`config.mk`:
```
export PLATFORM = sky130hd
export DESIGN_NAME = cave_automaton_generation_filter_unit
export DESIGN_NICKNAME = d
export VERILOG_FILES = /design/src/design/cagf_pkg.sv /design/src/design/cagf_ram.sv /design/src/design/cagf_seq.sv /design/src/design/cagf_nbr.sv /design/src/design/cagf_rule.sv /design/src/design/cave_automaton_generation_filter_unit.sv
export SDC_FILE = /design/constraint.sdc
export NUM_CORES = 2
export LEC_CHECK = 0
export BUFFER_PORTS_ARGS = -buffer_cell sky130_fd_sc_hd__buf_2
export CORE_MARGIN = 3
export CORE_UTILIZATION = 45
export DETAILED_ROUTE_END_ITERATION = 10
export PLACE_DENSITY = 0.6
export SETUP_SLACK_MARGIN = 0.02
export SLEW_MARGIN = 25
export SYNTH_ARGS = -nofsm -noshare
export SYNTH_HDL_FRONTEND = slang
export SYNTH_SLANG_ARGS = --single-unit
```
`constraint.sdc`:
```
create_clock -name clk -period 27.8 [get_ports clk]
set_input_delay 2.78 -clock clk [delete_from_list [all_inputs] [get_ports clk]]
set_output_delay 2.78 -clock clk [all_outputs]
set_load 0.1 [all_outputs]
```
`src/design/cagf_pkg.sv`:
```
// Shared constants, types and the neighbor count function of the cave filter.
package cagf_pkg;

  localparam int MAX_WIDTH_DEF = 1024;
  localparam int MAX_HEIGHT    = 1024;
  localparam int CFG_W         = 11;
  localparam int LIM_W         = 4;
  localparam int ROW_W         = 11;
  localparam int HM1_W         = 10;
  localparam int CNT_W         = 4;
  localparam int WIN_W         = 9;

  localparam int WIDTH_RST  = 64;
  localparam int HEIGHT_RST = 64;
  localparam int DEATH_RST  = 3;
  localparam int BIRTH_RST  = 4;

  localparam logic FUNC_CELL  = 1'b0;
  localparam logic FUNC_DRAIN = 1'b1;

  typedef enum logic [1:0] {
    CFG_FRAME_WIDTH  = 2'd0,
    CFG_FRAME_HEIGHT = 2'd1,
    CFG_DEATH_LIMIT  = 2'd2,
    CFG_BIRTH_LIMIT  = 2'd3
  } cfg_idx_t;

  typedef struct packed {
    logic emit;
    logic edge_l;
    logic edge_r;
    logic edge_t;
    logic edge_b;
    logic last;
  } cagf_flags_t;

  function automatic logic [CNT_W-1:0] nbr_count(input logic [WIN_W-1:0] win,
                                                 input cagf_flags_t   f);
    logic [CNT_W-1:0] cnt;
    logic             outside;
    cnt = '0;
    for (int k = 0; k < WIN_W; k++) begin
      if (k != 4) begin
        outside = ((k < 3) && f.edge_l) || ((k > 5) && f.edge_r) ||
                  ((k == 0 || k == 3 || k == 6) && f.edge_t) ||
                  ((k == 2 || k == 5 || k == 8) && f.edge_b);
        cnt = cnt + {{(CNT_W-1){1'b0}}, outside | win[k]};
      end
    end
    return cnt;
  endfunction

endpackage

```
`src/design/cagf_ram.sv`:
```
// Generic single-write, single-read RAM with registered read data.
module cagf_ram #(
  parameter int WIDTH = 2,
  parameter int DEPTH = 1024
) (
  input  logic                     clk,
  input  logic                     wr_en,
  input  logic [$clog2(DEPTH)-1:0] wr_addr,
  input  logic [WIDTH-1:0]         wr_data,
  input  logic                     rd_en,
  input  logic [$clog2(DEPTH)-1:0] rd_addr,
  output logic [WIDTH-1:0]         rd_data
);

  logic [WIDTH-1:0] mem [DEPTH];
  logic [WIDTH-1:0] rd_data_r;

  always_ff @(posedge clk) begin
    if (wr_en) begin
      mem[wr_addr] <= wr_data;
    end
    if (rd_en) begin
      rd_data_r <= mem[rd_addr];
    end
  end

  assign rd_data = rd_data_r;

endmodule

```
`src/design/cagf_seq.sv`:
```
// Input sequencer: raster counters, drain handling and per-item edge flags.
module cagf_seq import cagf_pkg::*; #(
  parameter int MAX_WIDTH = MAX_WIDTH_DEF
) (
  input  logic                         clk,
  input  logic                         rst_n,
  input  logic                         in_valid,
  input  logic                         in_func,
  input  logic                         in_cell_in,
  input  logic                         s1_rdy,
  input  logic                         restart,
  input  logic [$clog2(MAX_WIDTH)-1:0] wm1,
  input  logic [HM1_W-1:0]             hm1,
  output logic                         take,
  output logic                         take_cell,
  output logic [$clog2(MAX_WIDTH)-1:0] take_col,
  output cagf_flags_t                  take_flags
);

  localparam int CW = $clog2(MAX_WIDTH);

  logic [CW-1:0]    in_col_r, in_col_nxt;
  logic [ROW_W-1:0] in_row_r, in_row_nxt;
  logic [CW-1:0]    pc_r, pc_nxt;
  logic [HM1_W-1:0] pr_r, pr_nxt;
  logic             flushing;
  logic             is_cell;
  cagf_flags_t      flags;

  assign flushing = in_row_r > {{(ROW_W-HM1_W){1'b0}}, hm1};
  assign is_cell  = (in_func == FUNC_CELL);

  assign flags.emit   = !((in_row_r == '0) ||
                          (in_row_r == ROW_W'(1) && in_col_r == '0));
  assign flags.edge_l = (pc_r == '0);
  assign flags.edge_r = (pc_r == wm1);
  assign flags.edge_t = (pr_r == '0);
  assign flags.edge_b = (pr_r == hm1);
  assign flags.last   = flags.edge_r && flags.edge_b;

  assign take       = in_valid && s1_rdy && (is_cell || flushing);
  assign take_cell  = is_cell && !flushing && in_cell_in;
  assign take_col   = in_col_r;
  assign take_flags = flags;

  always_comb begin
    in_col_nxt = in_col_r;
    in_row_nxt = in_row_r;
    pc_nxt     = pc_r;
    pr_nxt     = pr_r;
    if (restart) begin
      in_col_nxt = '0;
      in_row_nxt = '0;
      pc_nxt     = '0;
      pr_nxt     = '0;
    end else if (take) begin
      if (in_col_r == wm1) begin
        in_col_nxt = '0;
        in_row_nxt = in_row_r + ROW_W'(1);
      end else begin
        in_col_nxt = in_col_r + CW'(1);
      end
      if (flags.emit) begin
        if (flags.last) begin
          in_col_nxt = '0;
          in_row_nxt = '0;
          pc_nxt     = '0;
          pr_nxt     = '0;
        end else if (flags.edge_r) begin
          pc_nxt = '0;
          pr_nxt = pr_r + HM1_W'(1);
        end else begin
          pc_nxt = pc_r + CW'(1);
        end
      end
    end
  end

  always_ff @(posedge clk) begin
    if (!rst_n) begin
      in_col_r <= '0;
      in_row_r <= '0;
      pc_r     <= '0;
      pr_r     <= '0;
    end else begin
      in_col_r <= in_col_nxt;
      in_row_r <= in_row_nxt;
      pc_r     <= pc_nxt;
      pr_r     <= pr_nxt;
    end
  end

endmodule

```
`src/design/cagf_nbr.sv`:
```
// Row store read, forwarding and 3x3 window stages of the cave filter.
module cagf_nbr import cagf_pkg::*; #(
  parameter int MAX_WIDTH = MAX_WIDTH_DEF
) (
  input  logic                         clk,
  input  logic                         rst_n,
  input  logic                         up_load,
  input  logic                         up_cell,
  input  logic [$clog2(MAX_WIDTH)-1:0] up_col,
  input  cagf_flags_t                  up_flags,
  output logic                         up_rdy,
  input  logic                         dn_rdy,
  output logic                         dn_valid,
  output logic [WIN_W-1:0]             dn_win,
  output cagf_flags_t                  dn_flags
);

  localparam int CW = $clog2(MAX_WIDTH);

  logic             s1_v_r, s1_v_nxt;
  logic             s1_cell_r;
  logic [CW-1:0]    s1_col_r;
  cagf_flags_t      s1_flags_r;
  logic             fwd_r, fwd_nxt;
  logic [1:0]       fwd_dat_r;
  logic             s2_v_r, s2_v_nxt;
  logic [WIN_W-1:0] s2_win_r;
  cagf_flags_t      s2_flags_r;
  logic [WIN_W-1:0] window_r, window_nxt;
  logic [1:0]       ram_q;
  logic [1:0]       rows;
  logic             s2_rdy;
  logic             s1_adv;

  // Each word holds the row two above in bit 0 and the row above in bit 1.
  cagf_ram #(
    .WIDTH (2),
    .DEPTH (MAX_WIDTH)
  ) u_row_ram (
    .clk     (clk),
    .wr_en   (s1_adv),
    .wr_addr (s1_col_r),
    .wr_data ({s1_cell_r, rows[1]}),
    .rd_en   (up_load),
    .rd_addr (up_col),
    .rd_data (ram_q)
  );

  assign rows       = fwd_r ? fwd_dat_r : ram_q;
  assign s2_rdy     = !s2_v_r || dn_rdy;
  assign s1_adv     = s1_v_r && s2_rdy;
  assign up_rdy     = !s1_v_r || s2_rdy;
  assign window_nxt = {s1_cell_r, rows[1], rows[0], window_r[WIN_W-1:3]};
  assign fwd_nxt    = s1_adv && (s1_col_r == up_col);
  assign s1_v_nxt   = up_load ? 1'b1 : (s1_adv ? 1'b0 : s1_v_r);
  assign s2_v_nxt   = s1_adv ? 1'b1 : ((s2_v_r && dn_rdy) ? 1'b0 : s2_v_r);

  always_ff @(posedge clk) begin
    if (!rst_n) begin
      s1_v_r   <= 1'b0;
      s2_v_r   <= 1'b0;
      fwd_r    <= 1'b0;
      window_r <= '0;
    end else begin
      s1_v_r <= s1_v_nxt;
      s2_v_r <= s2_v_nxt;
      if (up_load) begin
        fwd_r <= fwd_nxt;
      end
      if (s1_adv) begin
        window_r <= window_nxt;
      end
    end
  end

  always_ff @(posedge clk) begin
    if (up_load) begin
      s1_cell_r  <= up_cell;
      s1_col_r   <= up_col;
      s1_flags_r <= up_flags;
      fwd_dat_r  <= {s1_cell_r, rows[1]};
    end
    if (s1_adv) begin
      s2_win_r   <= window_nxt;
      s2_flags_r <= s1_flags_r;
    end
  end

  assign dn_valid = s2_v_r;
  assign dn_win   = s2_win_r;
  assign dn_flags = s2_flags_r;

endmodule

```
`src/design/cagf_rule.sv`:
```
// Neighbor count, survival rule and result register of the cave filter.
module cagf_rule import cagf_pkg::*; (
  input  logic             clk,
  input  logic             rst_n,
  input  logic             up_valid,
  input  logic [WIN_W-1:0] up_win,
  input  cagf_flags_t      up_flags,
  output logic             up_rdy,
  input  logic [LIM_W-1:0] death_limit,
  input  logic [LIM_W-1:0] birth_limit,
  input  logic             out_stall,
  output logic             out_valid,
  output logic             out_cell_out,
  output logic             out_frame_end
);

  logic             s3_v_r, s3_v_nxt;
  logic [CNT_W-1:0] s3_cnt_r;
  logic             s3_ctr_r;
  logic             s3_emit_r;
  logic             s3_last_r;
  logic             out_v_r, out_v_nxt;
  logic             out_cell_r;
  logic             out_end_r;
  logic             out_rdy;
  logic             s3_rdy;
  logic             s3_adv;
  logic             s3_load;
  logic             solid;

  assign out_rdy = !out_v_r || !out_stall;
  assign s3_rdy  = !s3_v_r || out_rdy;
  assign s3_adv  = s3_v_r && out_rdy;
  assign s3_load = up_valid && s3_rdy;
  assign up_rdy  = s3_rdy;

  assign solid = s3_ctr_r ? !(s3_cnt_r < CNT_W'(death_limit))
                          : (s3_cnt_r > CNT_W'(birth_limit));

  assign s3_v_nxt  = s3_load ? 1'b1 : (s3_adv ? 1'b0 : s3_v_r);
  assign out_v_nxt = (s3_adv && s3_emit_r) || (out_v_r && out_stall);

  always_ff @(posedge clk) begin
    if (!rst_n) begin
      s3_v_r  <= 1'b0;
      out_v_r <= 1'b0;
    end else begin
      s3_v_r  <= s3_v_nxt;
      out_v_r <= out_v_nxt;
    end
  end

  always_ff @(posedge clk) begin
    if (s3_load) begin
      s3_cnt_r  <= nbr_count(up_win, up_flags);
      s3_ctr_r  <= up_win[4];
      s3_emit_r <= up_flags.emit;
      s3_last_r <= up_flags.last;
    end
    if (s3_adv && s3_emit_r) begin
      out_cell_r <= solid;
      out_end_r  <= s3_last_r;
    end
  end

  assign out_valid     = out_v_r;
  assign out_cell_out  = out_cell_r;
  assign out_frame_end = out_end_r;

endmodule

```
`src/design/cave_automaton_generation_filter_unit.sv`:
```
// Top level of the cave-smoothing cellular automaton generation filter.
//
//   channel  direction  handshake            payload
//   in       input      in_valid / in_stall  in_func, in_cell_in
//   out      output     out_valid/out_stall  out_cell_out, out_frame_end
//   cfg      input      cfg_valid/cfg_ready  cfg_index, cfg_data
//
// One request is taken every clock while in_stall is low; a request passes through the row store
// read, window, count and rule stages into the result register.
// Results trail the cell stream by one grid row plus one cell; drain requests flush them.
// Reset is synchronous; the row store holds no reset and needs no clearing pass.
// A stalled result backs up the four elastic stages, and in_stall rises only when
// all of them are full.
module cave_automaton_generation_filter_unit import cagf_pkg::*; #(
  parameter int MAX_WIDTH = MAX_WIDTH_DEF
) (
  input  logic             clk,
  input  logic             rst_n,
  input  logic             in_valid,
  output logic             in_stall,
  input  logic             in_func,
  input  logic             in_cell_in,
  output logic             out_valid,
  input  logic             out_stall,
  output logic             out_cell_out,
  output logic             out_frame_end,
  input  logic             cfg_valid,
  output logic             cfg_ready,
  input  logic [1:0]       cfg_index,
  input  logic [CFG_W-1:0] cfg_data
);

  localparam int CW      = $clog2(MAX_WIDTH);
  localparam int CMPW    = (CW + 1 > CFG_W) ? CW + 1 : CFG_W;
  localparam int WM1_RST = ((WIDTH_RST > MAX_WIDTH) ? MAX_WIDTH : WIDTH_RST) - 1;

  logic [CW-1:0]    wm1_r, wm1_nxt;
  logic [HM1_W-1:0] hm1_r, hm1_nxt;
  logic [LIM_W-1:0] death_r;
  logic [LIM_W-1:0] birth_r;
  logic [CMPW-1:0]  fw_ext;
  logic             cfg_wr;
  logic             restart;
  logic             s1_rdy;
  logic             take;
  logic             take_cell;
  logic [CW-1:0]    take_col;
  cagf_flags_t      take_flags;
  logic             s2_valid;
  logic [WIN_W-1:0] s2_win;
  cagf_flags_t      s2_flags;
  logic             s3_rdy;

  assign cfg_ready = 1'b1;
  assign cfg_wr    = cfg_valid && cfg_ready;
  assign restart   = cfg_wr && (cfg_idx_t'(cfg_index) == CFG_FRAME_WIDTH ||
                                cfg_idx_t'(cfg_index) == CFG_FRAME_HEIGHT);
  assign fw_ext    = CMPW'(cfg_data);

  always_comb begin
    if (fw_ext == '0) begin
      wm1_nxt = '0;
    end else if (fw_ext > CMPW'(MAX_WIDTH)) begin
      wm1_nxt = CW'(MAX_WIDTH - 1);
    end else begin
      wm1_nxt = CW'(fw_ext - CMPW'(1));
    end
    if (cfg_data == '0) begin
      hm1_nxt = '0;
    end else if (cfg_data > CFG_W'(MAX_HEIGHT)) begin
      hm1_nxt = HM1_W'(MAX_HEIGHT - 1);
    end else begin
      hm1_nxt = HM1_W'(cfg_data - CFG_W'(1));
    end
  end

  always_ff @(posedge clk) begin
    if (!rst_n) begin
      wm1_r   <= CW'(WM1_RST);
      hm1_r   <= HM1_W'(HEIGHT_RST - 1);
      death_r <= LIM_W'(DEATH_RST);
      birth_r <= LIM_W'(BIRTH_RST);
    end else if (cfg_wr) begin
      case (cfg_idx_t'(cfg_index))
        CFG_FRAME_WIDTH:  wm1_r   <= wm1_nxt;
        CFG_FRAME_HEIGHT: hm1_r   <= hm1_nxt;
        CFG_DEATH_LIMIT:  death_r <= cfg_data[LIM_W-1:0];
        CFG_BIRTH_LIMIT:  birth_r <= cfg_data[LIM_W-1:0];
        default: ;
      endcase
    end
  end

  assign in_stall = !s1_rdy;

  cagf_seq #(
    .MAX_WIDTH (MAX_WIDTH)
  ) u_seq (
    .clk        (clk),
    .rst_n      (rst_n),
    .in_valid   (in_valid),
    .in_func    (in_func),
    .in_cell_in (in_cell_in),
    .s1_rdy     (s1_rdy),
    .restart    (restart),
    .wm1        (wm1_r),
    .hm1        (hm1_r),
    .take       (take),
    .take_cell  (take_cell),
    .take_col   (take_col),
    .take_flags (take_flags)
  );

  cagf_nbr #(
    .MAX_WIDTH (MAX_WIDTH)
  ) u_nbr (
    .clk      (clk),
    .rst_n    (rst_n),
    .up_load  (take),
    .up_cell  (take_cell),
    .up_col   (take_col),
    .up_flags (take_flags),
    .up_rdy   (s1_rdy),
    .dn_rdy   (s3_rdy),
    .dn_valid (s2_valid),
    .dn_win   (s2_win),
    .dn_flags (s2_flags)
  );

  cagf_rule u_rule (
    .clk           (clk),
    .rst_n         (rst_n),
    .up_valid      (s2_valid),
    .up_win        (s2_win),
    .up_flags      (s2_flags),
    .up_rdy        (s3_rdy),
    .death_limit   (death_r),
    .birth_limit   (birth_r),
    .out_stall     (out_stall),
    .out_valid     (out_valid),
    .out_cell_out  (out_cell_out),
    .out_frame_end (out_frame_end)
  );

endmodule

```
# Word level (Yosys, flattened, before mapping)
# Memory sizes are Yosys's and may differ from the RTL's. A register that Yosys moved wholly into a read port is not among the register bits.
# Index checks and enable logic that the tools add are counted.
# word_totals
regBits,126
latchBits,0
ramBits,2048
mem_bits_ro,0
inputBits,20
output_inout_bits,5
wordCells,152
mem_count,1
# classes
addsub,12
mul,0
n_div,0
n_lt_le_gt_ge,4
n_eq_ne,8
shift,0
n_mux,29
bitwise_logic,11
n_reduce_logical,51
# mem_list
memory,depth,word_bits,read_ports,rd_clocked_by_memory_dff,write_ports,line_no,text
u_nbr.u_row_ram.mem,1024,2,1,1,1,cagf_ram.sv:15,logic [WIDTH-1:0] mem [DEPTH];
# ops
cell,count
two-way mux 10 bit,9
equality test 10 bit,4
two-way mux 11 bit,3
adder 10 x 1 -> 10 bit (second input constant),3
zero test 10 bit,3
adder 4 x 1 -> 4 bit,7
two-way mux 4 bit,7
zero test 11 bit,2
logical AND 1 bit,13
logical OR 1 bit,12
adder 11 x 1 -> 11 bit (second input constant),1
equality test 11 x 1 -> 1 bit (second input constant),1
> comparator 11 x 10 -> 1 bit,1
> comparator 11 bit (second input constant),1
AND reduction 2 bit,5
subtractor 10 x 1 -> 10 bit (second input constant),1
zero test 1 bit,9
two-way mux 1 bit,9
bitwise OR 1 bit,8
nonzero test 2 bit,4
equality test 2 bit (second input constant),2
> comparator 4 bit,1
< comparator 4 bit,1
NOT 1 bit,3
5 further kinds,5

# Logic depth before layout (Yosys ltp)
# depth
depth_word,18
mapped_depth,15
ltp_nobuf,13

# Cells and area by module
# A second synthesis with hierarchy kept.
# hier_totals
cells_unflattened,5518
hier_area_um2,90687.0
# modules_own_cells
module,n_inst,cells_per_inst,area_each_um2,seq_area_each_um2
cagf_ram,1,4793,83777.8,61559.0
cagf_seq,1,392,3096.7,820.8
cagf_nbr,1,81,1508.9,1201.2
cave_automaton_generation_filter_unit,1,166,1397.6,560.5
cagf_rule,1,86,905.9,310.3

# Least setup slack after synthesis
# No wires, ideal clock.
# synth_timing
kind,reg2reg
from,register u_nbr.s1_cell_r
to,register u_nbr.s2_win_r[8] (netlist: u_nbr.dn_win[8]) (data pin)
setup_time_ps,2678
arrival_time_ps,12055
t_required_ps,25122
setup_slack_ps,13067
path_stages_with_launch,1
path_buffers,0
period_less_slack_ps,14733
path_cell_list,edfxtp_1
# synth_rtl
item,line_no,text
from (decl),cagf_nbr.sv:21,logic s1_cell_r;
from (signal assigned),cagf_nbr.sv:78,s1_cell_r <= up_cell;
to (signal assigned),cagf_nbr.sv:84,s2_win_r <= window_nxt;
to (decl),cagf_nbr.sv:27,logic [WIN_W-1:0] s2_win_r;
# No word-level cell between the ends.

# Worst setup path in the final report
# layout_timing
from,input port out_stall
to,output port in_stall
# layout_via
elab_chain_len,6
# layout_lines
item,line_no,text
from (decl),cave_automaton_generation_filter_unit.sv:24,"input logic out_stall,"
zero test 1 bit,cagf_rule.sv:31,assign out_rdy = !out_v_r || !out_stall;
logical OR 1 bit,cagf_rule.sv:31,
logical OR 1 bit,cagf_rule.sv:32,assign s3_rdy = !s3_v_r || out_rdy;
logical OR 1 bit,cagf_nbr.sv:50,assign s2_rdy = !s2_v_r || dn_rdy;
logical OR 1 bit,cagf_nbr.sv:52,assign up_rdy = !s1_v_r || s2_rdy;
zero test 1 bit,cave_automaton_generation_filter_unit.sv:94,assign in_stall = !s1_rdy;
to (decl),cave_automaton_generation_filter_unit.sv:20,"output logic in_stall,"
# No other way between the ends.

==> metrics.txt <==
status=finished, final reports clean; Max-slew headroom=15.6%; number of synthesized flops with an enable pin=2093; library cells used by synthesis=81; Area Growth Syn to Fin=10.5%; multi-input logic area=0.0236 sq mm; Clock power frac=42.6%; final worst slack=20.83 ns; Sink Count=around 2200; DRT iter0 DRCs=6642; share of post-route cells with drive strength above 1=between 15 and 20%; Post-Syn Area=roughly 0.09 sq mm; Internal=approximately 5200 uW; worst path arrival time=about 4.2 ns; CP required=25.02 ns; Rows=between 150 and 200; PostCTS Resize Cnt=0; crit-path most repeated cell=buf_2; Total Power=6600 uW; Seq/Total Area, Yosys=between 70% and 80%; nets=5524; # port buffers=23; io pins=25; worst path bufs/invs=3; worst skew pair latency=0.86 ns; max-slew violations=0; post-synth top area cell=edfxtp_1; met1 global-route usage=34.6%; Post-DP HPWL=148 mm; Yosys reg bits=approximately 2200; maximum clock rate=143 MHz; dpl cell area=0.0929 sq mm; ANT nets after route=0; crit path capture type=output port; vias in the first global route=51100; H-Tree Depth=4; final hold violation count=0; Worst Skew=roughly 0.032 ns; # Max-Cap Violations=0; Synth Instances=between 5000 and 6000; drc violations=0; Mean Syn Cell Area=16.4 sq um; Core Area=0.198 sq mm; Crit path max-delay family=buffers and inverters; RSZ-0062 raised after global routing=no; global-route wire length before repair=373 mm; design area=0.0997 sq mm; Max FO, Critical Path=9; CP cell instances=buf_2 > and3_1 > nand3_1 > clkinv_1 > buf_2; most frequent cells in the layout=edfxtp_1 (2093), nor2_1 (1102), mux4_2 (456); Die Height=454 microns; global route overflow=0; Yosys top cell area share=approximately 70%; initial antenna violation count=7; clk root buf=clkbuf_16; layer with the highest usage=met2; Post-Place Setup Slack=20.83 ns; via count=51200; register area=between 0.06 and 0.07 sq mm; sequential share of power=around 54%; Leak Pwr=~0.03 uW; fillers=16500; Worst-Margin Slew=1.25 ns; pin count of the biggest net entering global routing=211; met2 usage=40.3%; GR met3 Demand/Resource=4.73%; DIE AREA=0.206 sq mm; Ys Warns=0; crit path max-delay cell type=buf_2; critical path class=primary input to output port; asr flop ratio synth=0%; NetSw=1380 uW; Gate power share=3.1%; Avg WL per Cell=around 32 microns; Final min period=around 7.0 ns; Hold Crit Class=flop to flop; initial core utilization=45.5%; clock-pin slew on the worst setup and hold paths=roughly 0.060 ns; Setup Viol. Count Final=0; synth top area cells=edfxtp_1 (70%), mux4_2 (11%), nor2_1 (4.6%); die span in x=454 microns; crit path launch type=primary input; postcts setup bufs=0; Total Routed Length=263 mm; gr usage total=25.4%; CTS Buffer Depth=3; CTS buffer count=~220; cts hold-fix bufs=0; commonest non-fill, non-tap cell in the layout=edfxtp_1; setup tns final=0 ns; peak supply drop=between 0.00005 and 0.00006 V; CTS tree=done; slowest cell delay on critical path=0.49 ns; ys flop type=edfxtp_1; Net Count, Synth=around 5600; routed vias/inst=~6; Placer Congestion=0.857; net switching share of the total power=between 20% and 30%; crit share post-route=25.1%; drt first pass iters=6; PwrDens=66.2 mW/mm^2
registers in the layout, indices dropped and copies added, names as in the netlist, 9 cells and up:
| register | cells |
|---|---|
| u_nbr.s1_col_r | 10 |
| wm1_r | 10 |
| u_seq.take_col | 10 |
| u_seq.pr_r | 10 |
| u_nbr.u_row_ram.mem | 2048 |
| u_nbr.dn_win | 9 |
| u_seq.in_row_r | 11 |
| u_seq.pc_r | 10 |
| hm1_r | 10 |
worst register-to-register path, cell delays in order, from the launching register on:
cell,delay (ns)
dfxtp_4,0.78
buf_12,0.57
buf_12,0.80
buf_4,0.65
mux4_2,0.51
o221ai_1,0.19
nor2_1,0.06
nor4_1,0.94
a211oi_1,0.36
o41ai_1,0.43
o21a_1,0.19
a32oi_1,0.23
metal layers:
layer	vias up	part of all wire, %
met2	2664	48
met3	506	9.0
met4	4	4.6
met5	-	0.010
li1	21200	-
met1	26900	39
cells by family after synthesis:
kind of cell    share of synthesized area [%]
flops                                    71.5
simple gates                             7.54
mux                                      13.8
buf+inv                                  2.58
compound gates                           3.21
xor+xnor                                0.777
fa+ha+maj                               0.619
other cells                           0.00416
worst paths after layout:
kind	from	end	slack (ns)	cells after the start
min	u_nbr.s1_flags_r[0]	u_nbr.dn_flags[0]	0.42	0
max reg2reg	u_seq.take_col[1]	u_nbr.u_row_ram.rd_data[1]	21.72	11
max	out_stall	in_stall	20.83	5
min reg2reg	u_nbr.s1_flags_r[0]	u_nbr.dn_flags[0]	0.42	0
per-stage QoR:
stage | cells | utilization (%) | hold WS [ns]
final | 8286 | 50.3 | 0.417
after global routing | 8282 | 50.3 | 0.429
after CTS | 8281 | 50.3 | 0.418
after detailed placement | 7885 | 46.9 | 0.405
after global placement | 7885 | 46.9 | 0.402
after floorplan | 5493 | - | 0.400
cell type report:
type | count | area share, %
Inverter | 43 | 0.164
Clock buffer | 284 | 5.77
Sequential cell | 2173 | 64.7
Timing Repair Buffer | 178 | 1.41
Multi-Input combinational cell | 2851 | 23.7
Antenna cell | 5 | 0.0126
Clock inverter | 112 | 0.964
Tap cell | 2640 | 3.31
cells in the mapped netlist (24+ instances only):
| cell type | number |
|---|---|
| edfxtp_1 | 2093 |
| nor2_1 | 1107 |
| mux4_2 | 456 |
| clkbuf_1 | 273 |
| nand2_1 | 250 |
| mux2i_1 | 188 |
| dfxtp_1 | 80 |
| a21oi_1 | 78 |
| buf_2 | 60 |
| o21ai_0 | 56 |
| xnor2_1 | 56 |
| nand3_1 | 54 |
| a22oi_1 | 52 |
| buf_4 | 41 |
| ha_1 | 39 |
| inv_1 | 39 |
| nor4_1 | 39 |
| o22ai_1 | 35 |
| buf_6 | 32 |
| nand4_1 | 29 |
| nor2b_1 | 28 |
| nor3_1 | 27 |
| o211ai_1 | 26 |
| xor2_1 | 24 |
power groups by stage:
| stage | combinational [uW] | sequential [uW] | clock [uW] |
|---|---|---|---|
| final | 202 | 3580 | 2810 |
| after global routing | 216 | 3580 | 2980 |
| after CTS | 203 | 3580 | 2850 |
| after detailed placement | 202 | 3650 | 0 |
| after global placement | 201 | 3650 | 0 |
| after floorplan | 138 | 3690 | 0 |
Power figures use the tool's default switching activity.
